$ cat config.mk
export PLATFORM = sky130hd
export DESIGN_NAME = smallest_k_selector
export DESIGN_NICKNAME = d
export VERILOG_FILES = /design/src/hw/rtl/skc_pkg.sv /design/src/hw/rtl/skc_ctrl.sv /design/src/hw/rtl/skc_dpath.sv /design/src/hw/rtl/smallest_k_selector.sv
export SDC_FILE = /design/constraint.sdc
export NUM_CORES = 2
export LEC_CHECK = 0
export ABC_AREA = 1
export BUFFER_PORTS_ARGS = -buffer_cell sky130_fd_sc_hd__buf_2
export CAP_MARGIN = 20
export CORE_UTILIZATION = 65
export CTS_BUF_LIST = sky130_fd_sc_hd__clkbuf_8
export DETAILED_ROUTE_END_ITERATION = 10
export PLACE_DENSITY = 0.92
export SYNTH_ARGS = -nofsm -noshare
export SYNTH_HDL_FRONTEND = slang
export SYNTH_SLANG_ARGS = --single-unit
$ cat constraint.sdc
create_clock -name clk -period 12.77 [get_ports clk]
set_input_delay 3.831 -clock clk [delete_from_list [all_inputs] [get_ports clk]]
set_output_delay 3.831 -clock clk [all_outputs]
set_load 0.01 [all_outputs]
$ cat src/hw/rtl/skc_pkg.sv
// shared constants and controller/datapath handshake types for the smallest-k selector
package skc_pkg;

  localparam int K_MAX    = 16;
  localparam int CNT_W    = $clog2(K_MAX + 1);
  localparam int IDX_W    = (K_MAX > 1) ? $clog2(K_MAX) : 1;
  localparam int VAL_W    = 32;
  localparam int KEEP_W   = 5;

  localparam logic [KEEP_W-1:0] KEEP_RESET = 5'd16;

  typedef struct packed {
    logic step;   // accept one input beat
    logic load;   // move the next kept entry into the output register
  } skc_cmd_t;

  typedef struct packed {
    logic emit_go;    // the beat on the input starts an emission run
    logic idx_zero;   // next entry to emit is the smallest one
    logic out_valid;  // output register holds a beat
  } skc_sts_t;

endpackage

$ cat src/hw/rtl/skc_ctrl.sv
// controller: collect / emit sequencing for the smallest-k selector
module skc_ctrl (
  input  logic                clk,
  input  logic                rst_n,
  input  logic                in_tvalid,
  output logic                in_tready,
  input  logic                out_tready,
  input  skc_pkg::skc_sts_t   sts,
  output skc_pkg::skc_cmd_t   cmd
);

  localparam logic ST_COLLECT = 1'b0;
  localparam logic ST_EMIT    = 1'b1;

  logic state_r;
  logic state_nxt;
  logic accept;
  logic out_free;

  assign in_tready = (state_r == ST_COLLECT);
  assign accept    = in_tvalid && in_tready;
  assign out_free  = !sts.out_valid || out_tready;

  always_comb begin
    cmd.step  = accept;
    cmd.load  = (state_r == ST_EMIT) && out_free;
    state_nxt = state_r;
    unique case (state_r)
      ST_COLLECT: begin
        if (accept && sts.emit_go) state_nxt = ST_EMIT;
      end
      ST_EMIT: begin
        if (cmd.load && sts.idx_zero) state_nxt = ST_COLLECT;
      end
      default: state_nxt = ST_COLLECT;
    endcase
  end

  always_ff @(posedge clk) begin
    if (!rst_n) begin
      state_r <= ST_COLLECT;
    end else begin
      state_r <= state_nxt;
    end
  end

endmodule

$ cat src/hw/rtl/skc_dpath.sv
// datapath: sorted keep array with parallel compare-and-shift insert, counters, output register
module skc_dpath (
  input  logic                              clk,
  input  logic                              rst_n,
  input  logic                              cfg_wr_en,
  input  logic [skc_pkg::KEEP_W-1:0]        cfg_wr_data,
  input  logic [skc_pkg::VAL_W-1:0]         in_value,
  input  logic                              in_last,
  input  skc_pkg::skc_cmd_t                 cmd,
  output skc_pkg::skc_sts_t                 sts,
  input  logic                              out_tready,
  output logic [skc_pkg::VAL_W-1:0]         out_value,
  output logic                              out_last,
  output logic                              out_valid
);

  localparam int KM = skc_pkg::K_MAX;
  localparam int CW = skc_pkg::CNT_W;
  localparam int IW = skc_pkg::IDX_W;
  localparam int VW = skc_pkg::VAL_W;

  logic [skc_pkg::KEEP_W-1:0] keep_count_r;
  logic [VW-1:0]              kept_r [KM];
  logic [CW-1:0]              held_r;
  logic [CW-1:0]              seen_r;
  logic [IW-1:0]              idx_r;
  logic [VW-1:0]              out_value_r;
  logic                       out_last_r;
  logic                       out_valid_r;

  logic [CW-1:0] k_eff;
  logic [CW-1:0] h_eff;
  logic [CW-1:0] km1;
  logic [CW-1:0] n_ins;
  logic [CW-1:0] n_m1;
  logic [CW-1:0] held_new;
  logic [CW-1:0] seen_new;
  logic          do_ins;
  logic [KM-1:0] gt;
  logic [KM-1:0] wr;
  logic [VW-1:0] new_val [KM];
  int            k_int;

  always_comb begin
    k_int = (int'(keep_count_r) > KM) ? KM : int'(keep_count_r);
    k_eff = CW'(k_int);
    h_eff = (held_r > k_eff) ? k_eff : held_r;
    km1   = k_eff - CW'(1);
    for (int j = 0; j < KM; j++) begin
      gt[j] = $signed(kept_r[j]) > $signed(in_value);
    end
    do_ins = 1'b0;
    n_ins  = h_eff;
    if (k_eff != '0) begin
      if (h_eff < k_eff) begin
        do_ins = 1'b1;
        n_ins  = h_eff + CW'(1);
      end else if (gt[km1[IW-1:0]]) begin
        do_ins = 1'b1;
        n_ins  = k_eff;
      end
    end
    n_m1     = n_ins - CW'(1);
    held_new = do_ins ? n_ins : h_eff;
    seen_new = (seen_r < CW'(KM)) ? seen_r + CW'(1) : seen_r;
    // ties land after equal entries, so a match never pushes an older value out
    for (int p = 0; p < KM; p++) begin
      wr[p] = do_ins && (CW'(p) < n_ins);
      if (p > 0 && gt[(p > 0) ? p - 1 : 0]) begin
        new_val[p] = kept_r[(p > 0) ? p - 1 : 0];
      end else if (CW'(p) == n_m1 || gt[p]) begin
        new_val[p] = in_value;
      end else begin
        new_val[p] = kept_r[p];
      end
    end
    sts.emit_go   = in_last && (k_eff != '0) && (seen_new >= k_eff) && (held_new != '0);
    sts.idx_zero  = (idx_r == '0);
    sts.out_valid = out_valid_r;
  end

  always_ff @(posedge clk) begin
    if (cmd.step) begin
      for (int p = 0; p < KM; p++) begin
        if (wr[p]) kept_r[p] <= new_val[p];
      end
      if (sts.emit_go) idx_r <= IW'(held_new - CW'(1));
    end else if (cmd.load) begin
      idx_r <= idx_r - IW'(1);
    end
    if (cmd.load) begin
      out_value_r <= kept_r[idx_r];
      out_last_r  <= (idx_r == '0);
    end
  end

  always_ff @(posedge clk) begin
    if (!rst_n) begin
      keep_count_r <= skc_pkg::KEEP_RESET;
      held_r       <= '0;
      seen_r       <= '0;
      out_valid_r  <= 1'b0;
    end else begin
      if (cfg_wr_en) keep_count_r <= cfg_wr_data;
      if (cmd.step) begin
        held_r <= in_last ? '0 : held_new;
        seen_r <= in_last ? '0 : seen_new;
      end
      if (cmd.load) begin
        out_valid_r <= 1'b1;
      end else if (out_tready) begin
        out_valid_r <= 1'b0;
      end
    end
  end

  assign out_value = out_value_r;
  assign out_last  = out_last_r;
  assign out_valid = out_valid_r;

endmodule

$ cat src/hw/rtl/smallest_k_selector.sv
// top level of the smallest-k selector: controller plus datapath
// Usage:
//   in_*  : one signed 32-bit value per beat, tlast marks the final value of a set.
//   out_* : on the final value, if at least k values were seen, the kept values (up to
//           k, the smallest seen) leave largest first, one per beat, tlast on the smallest.
//   cfg_* : write keep_count (k, 1..16; larger values act as 16, zero emits nothing).
//           Write only while the block is idle.
// Input beats are accepted back to back while collecting; every value is placed by a
// parallel compare-and-shift over the 16-entry sorted register array.
// A set's final beat is followed by up to k output beats, one per cycle while the
// receiver is ready, read out of that array by a down counter; in_tready stays low
// until the last of them has been loaded into the output register.
// The first result beat is loaded once the controller has entered its emit state.
// Reset (rst_n low, synchronous): keep_count returns to 16, counts clear, output
// register empties. A stalled receiver holds the output register and the readout;
// input is taken again as soon as the final beat of a run sits in the output register.
module smallest_k_selector (
  input  logic                               clk,
  input  logic                               rst_n,
  input  logic                               cfg_wr_en,
  input  logic [skc_pkg::KEEP_W-1:0]         cfg_wr_data,   // keep_count
  input  logic                               in_tvalid,
  output logic                               in_tready,
  input  logic [skc_pkg::VAL_W-1:0]          in_tdata,      // sample_value
  input  logic                               in_tlast,      // is_last
  output logic                               out_tvalid,
  input  logic                               out_tready,
  output logic [skc_pkg::VAL_W-1:0]          out_tdata,     // kept_value
  output logic                               out_tlast      // run_end
);

  skc_pkg::skc_cmd_t cmd;
  skc_pkg::skc_sts_t sts;

  skc_ctrl u_ctrl (
    .clk        (clk),
    .rst_n      (rst_n),
    .in_tvalid  (in_tvalid),
    .in_tready  (in_tready),
    .out_tready (out_tready),
    .sts        (sts),
    .cmd        (cmd)
  );

  skc_dpath u_dpath (
    .clk         (clk),
    .rst_n       (rst_n),
    .cfg_wr_en   (cfg_wr_en),
    .cfg_wr_data (cfg_wr_data),
    .in_value    (in_tdata),
    .in_last     (in_tlast),
    .cmd         (cmd),
    .sts         (sts),
    .out_tready  (out_tready),
    .out_value   (out_tdata),
    .out_last    (out_tlast),
    .out_valid   (out_tvalid)
  );

endmodule

* Word level (Yosys, flattened, before mapping)
Memory sizes are Yosys's and may differ from the RTL's. A register that Yosys moved wholly into a read port is not among the register bits.
Cells that the tools add are included.
** Word-level totals
- Register bits :: 22
- Bits in writable memories :: 512
- Input port bits :: 43
- Output and inout bits :: 35
- Logic and storage cells :: 218
- Memories kept :: 1
** Memory list
- u_dpath.kept_r :: depth 16, bits a word 32, read ports 17, clocked after Yosys merged registers in 1, write ports 16, line skc_dpath.sv:23 : logic [VW-1:0] kept_r [KM];
** Cells by class
- $add $sub $neg :: 6
- Order comparisons :: 38
- Equality and inequality tests :: 16
- Muxes and demuxes :: 101
- Bitwise gates (word level) :: 1
- Reduce and logical (&&, ||, !) cells :: 48
** Operators with widths (number)
- $mux 32 :: 31
- $gt 32x32->1 :: 16
- $mux 1 :: 56
- $mux 5 :: 9
- $eq 4x5->1 const A :: 8
- $lt 4x5->1 const A :: 8
- $logic_and 1x1->1 :: 23
- $eq 3x5->1 const A :: 4
- $lt 3x5->1 const A :: 4
- $logic_or 1x1->1 :: 17
- $mux 4 :: 3
- $sub 4x1->4 const B :: 3
- $add 5x1->5 const B :: 2
- $eq 2x5->1 const A :: 2
- $lt 1x5->1 const A :: 2
- $lt 2x5->1 const A :: 2
- $reduce_bool 5->1 :: 2
- $eq 1x5->1 const A :: 1
- $ge 5x5->1 :: 1
- $gt 5x5->1 :: 1
- $gt 5x5->1 const B :: 1
- $logic_not 5->1 :: 1
- $lt 4x5->1 const B :: 1
- $lt 5x5->1 :: 1
- other kinds (10) :: 11

* Longest topological paths before layout
- Word-level depth :: 14
- Mapped depth :: 31
- Mapped depth without buffers :: 31

* Hierarchy
From an unflattened synthesis, not the netlist that was laid out.
** Unflattened totals
- Cells, all modules :: 4769
- Area, all modules :: 40356.2 sq um
** By module, submodules not included
- skc_dpath :: instances 1, cells each 4756, area an instance 40278.6 sq um, seq. area each 16806.1 sq um
- skc_ctrl :: instances 1, cells each 13, area an instance 77.6 sq um, seq. area each 20.0 sq um

* Least setup slack after synthesis
OpenSTA, ideal clock, no wires.
- Path type :: input to register
- Start point :: input in_tdata[31] (netlist name)
- End point :: memory u_dpath.kept_r[13][0] (netlist name) (enable)
- Arrival :: 8.647 ns
- Required time :: 12.329 ns
- Setup slack :: 3.682 ns
- Stages :: 21
- Path buffers :: 1
- Cells stage by stage :: clkbuf_1 -> clkinv_1 -> ha_1 -> nand2_1 -> nor2_2 -> nand4_2 -> nor4_2 -> nand4_1 -> nand3_4 -> nand2_2 -> nand3_1 -> nand3_1 -> nand3_2 -> nand2_4 -> o21ai_2 -> nand2_4 -> nand2_8 -> nand2_2 -> inv_2 -> nand3_1 -> a31oi_1
** RTL lines
- start: declaration :: line smallest_k_selector.sv:24 : input logic [skc_pkg::VAL_W-1:0] in_tdata,
- end: declaration :: line skc_dpath.sv:23

==> results.json <==
{
  "outcome": "complete, no violations",
  "end_kind": "flop",
  "hold_viol": 0,
  "ctsLongestPathBuffers": 3,
  "die_w_um": 251,
  "synth-seq-cells": 566,
  "setup_ws_ps": 2790,
  "drt_pre_antenna_iters": 8,
  "ys.flop_type": "edfxtp_1",
  "min_period_over_period_pct": 78.2,
  "area_growth_pct": 7.78,
  "fin_area_um2": 43300,
  "grt_overflow": 0,
  "cp_cell_sequence": "buf_2 -> clkinv_1 -> ha_1 -> nand2_1 -> nor2_1 -> nand2_1 -> nor4_2 -> nand4_1 -> nand3_2 -> nand2_1 -> nand3_1 -> nand3_1 -> nand3_2 -> nand2_4 -> nand2_1 -> nand3_1 -> nand2_2 -> nand2_4 -> nor2_4 -> nand3_2 -> nand2_4 -> nand2_2 -> a21oi_4 -> buf_4",
  "grt_max_degree": 210,
  "floorplan.initialDensity_pct": 66.2,
  "slew_headroom_pct": 20.8,
  "vias_per_cell": 6.80,
  "place_ws_ps": 2460,
  "wl_per_cell_um": 26.1,
  "cp_slowest_stage_delay_ps": 730,
  "fillCellCount": 4523,
  "drc": 0,
  "nets": 5358,
  "hpwl_um": 100000,
  "clkPwrFrac_pct": 19.6,
  "postRouteWirelength_um": 147000,
  "die_y_um": 251,
  "ys_types": 47,
  "worstSkewPairLatency_ps": 740,
  "antenna_found_initial": 8,
  "routabilityCongestion": 1.05,
  "numCtsBuffers": 98,
  "hold_buffers": 0,
  "place_area_um2": 41500,
  "syn_area_um2": 40200,
  "grt_usage_pct": 46.2,
  "fp-row-count": 90,
  "setup_tns_ps": 0,
  "critPathKind": "in2reg",
  "synthArstFlopShare_pct": 0,
  "coreArea_um2": 60700,
  "clkTransAtPathRegs_ps": 60,
  "clockRootBuffer": "clkbuf_8",
  "grt_pass1_vias": 35871,
  "drv_slew": 0,
  "antenna_left": 0,
  "cts_setup_buffers": 0,
  "max-cap-violations": 0,
  "hold_class": "reg2reg",
  "boundaryPins": 78,
  "max_freq_ghz": 0.100,
  "vias": 38384,
  "cts_tree": "yes",
  "synth_nets": 5324,
  "setup_viol": 0,
  "p_switching_mw": 3.53,
  "cp-start-kind": "input port",
  "synth-seq-area-share_pct": 41.9,
  "syn_avg_cell_area_um2": 8.45,
  "pwr-share-comb_pct": 41.3,
  "ir_drop_mv": 0.179,
  "fin_crit_ps": 9980,
  "sw_frac_of_total_pct": 44.3,
  "io_buffers": 77,
  "arrival_ps": 10330,
  "cp_slowest_cell": "nor4_2",
  "seqPwrFrac_pct": 39.1,
  "worstPathRequired_ps": 13120,
  "yosysWarnings": 0,
  "grt_pass1_wl_um": 217000,
  "numClockSinks": 566,
  "p_leak_nw": 18.4,
  "power.internal_mw": 4.43,
  "path_common_cell": "nand2_1",
  "worstMarginPinSlew_ps": 1190,
  "synth-edff-count": 549,
  "pwr_density_cell_nw_per_um2": 184,
  "fin_skew_ps": 54.8,
  "fp.dieArea_um2": 62800,
  "synth_cells": 4750,
  "cts_max_level": 3,
  "critPathMaxFanout": 23,
  "rsz0062_at_grt": "no",
  "drtIter0Drc": 6771,
  "drive_gt1_share_pct": 7.67,
  "cts_resized": 0
}
-- worst paths after layout --
kind,start,endpoint,slack (ps),cells after the start
min reg2reg,u_ctrl.state_r,u_ctrl.state_r,480,2
min,u_ctrl.state_r,u_ctrl.state_r,480,2
max reg2reg,u_dpath.kept_r[14][18],u_dpath.kept_r[12][24],6730,20
max,in_tdata[31],u_dpath.kept_r[12][24],2790,24
-- routing by layer --
layer	vias up	GRT usage [%]	part of all wire, %
met5	-	0	0.047
met4	10	37.0	9.4
met3	855	13.7	16
met2	3664	66.7	41
met1	17072	57.5	34
li1	16783	-	-
-- cells by family after synthesis --
| logic type | count (synthesis) | synth area share (%) |
|---|---|---|
| buffers and inverters | 597 | 5.60 |
| AO/OA/AOI/OAI | 1394 | 18.5 |
| flip-flops | 566 | 41.9 |
| XOR/XNOR | 8 | 0.174 |
| AND/OR/NAND/NOR | 1654 | 17.3 |
| adder cells (fa/ha/maj) | 531 | 16.5 |
-- placed cells by master (no fill, tap or decap), drive strengths merged, types with 61 or more instances in the layout --
cell type  netlist  final
nand2          987    987
o21ai          667    667
a21oi          575    575
edfxtp         549    549
ha             531    531
nor2           425    425
inv            359    388
buf             32    155
nand3          152    152
clkbuf         189    101
o211ai          71     71
clkinv          17     61
-- final cells by class --
cell class              count  area (µm²)  share of cell area (%)
multi-input cells        3587       21300                    49.2
flip-flops and latches    566       16800                    38.9
inverters                 376        1420                    3.28
clock buffers             101        1390                    3.21
repair buffers            155        1020                    2.36
well taps                 782         978                    2.26
clock inverters            76         344                   0.795
diodes                      5        12.5                  0.0289
-- registers in the layout (all words and copies together), names as in the netlist --
signal and flops:
u_dpath.out_last 1, u_dpath.out_valid 1, u_dpath.kept_r 512, u_dpath.keep_count_r 5, u_dpath.idx_r 4, u_ctrl.state_r 1
u_dpath.held_r 5, u_dpath.out_value 32, u_dpath.seen_r 5
-- critical path: cells and delay by family --
family / cells / cell delay (ps)
simple gates: 19 / 3600
buf+inv: 3 / 1480
compound gates: 1 / 690
fa+ha+maj: 1 / 680
-- Yosys cell counts (33+ instances only) --
library cell | n | area, µm²
nand2_1 | 963 | 3610
nand3_1 | 137 | 686
nor2_1 | 416 | 1560
a21oi_1 | 567 | 2840
ha_1 | 531 | 6640
inv_1 | 351 | 1320
nand4_1 | 51 | 319
o21ai_0 | 655 | 3280
o21a_1 | 33 | 248
o211ai_1 | 70 | 526
clkbuf_1 | 189 | 709
edfxtp_1 | 549 | 16500
-- power groups by stage --
stage                     Sequential (mW)  Combinational (mW)  Clock (mW)
after CTS                            3.08                3.11        1.54
after global routing                 3.13                3.52        1.61
after detailed placement             3.11                3.09           0
final                                3.11                3.29        1.56
after global placement               3.10                2.97           0
after floorplan                      2.99                2.03           0
-- stage by stage --
step	hold WS, ps	util (%)	total power, mW	cells
after floorplan	443	-	5.02	4750
after global placement	451	68.4	6.07	5463
after detailed placement	475	68.4	6.19	5463
after CTS	484	71.2	7.73	5640
after global routing	509	71.3	8.26	5646
final	480	71.3	7.96	5648
(Power assumes the default switching activity.)
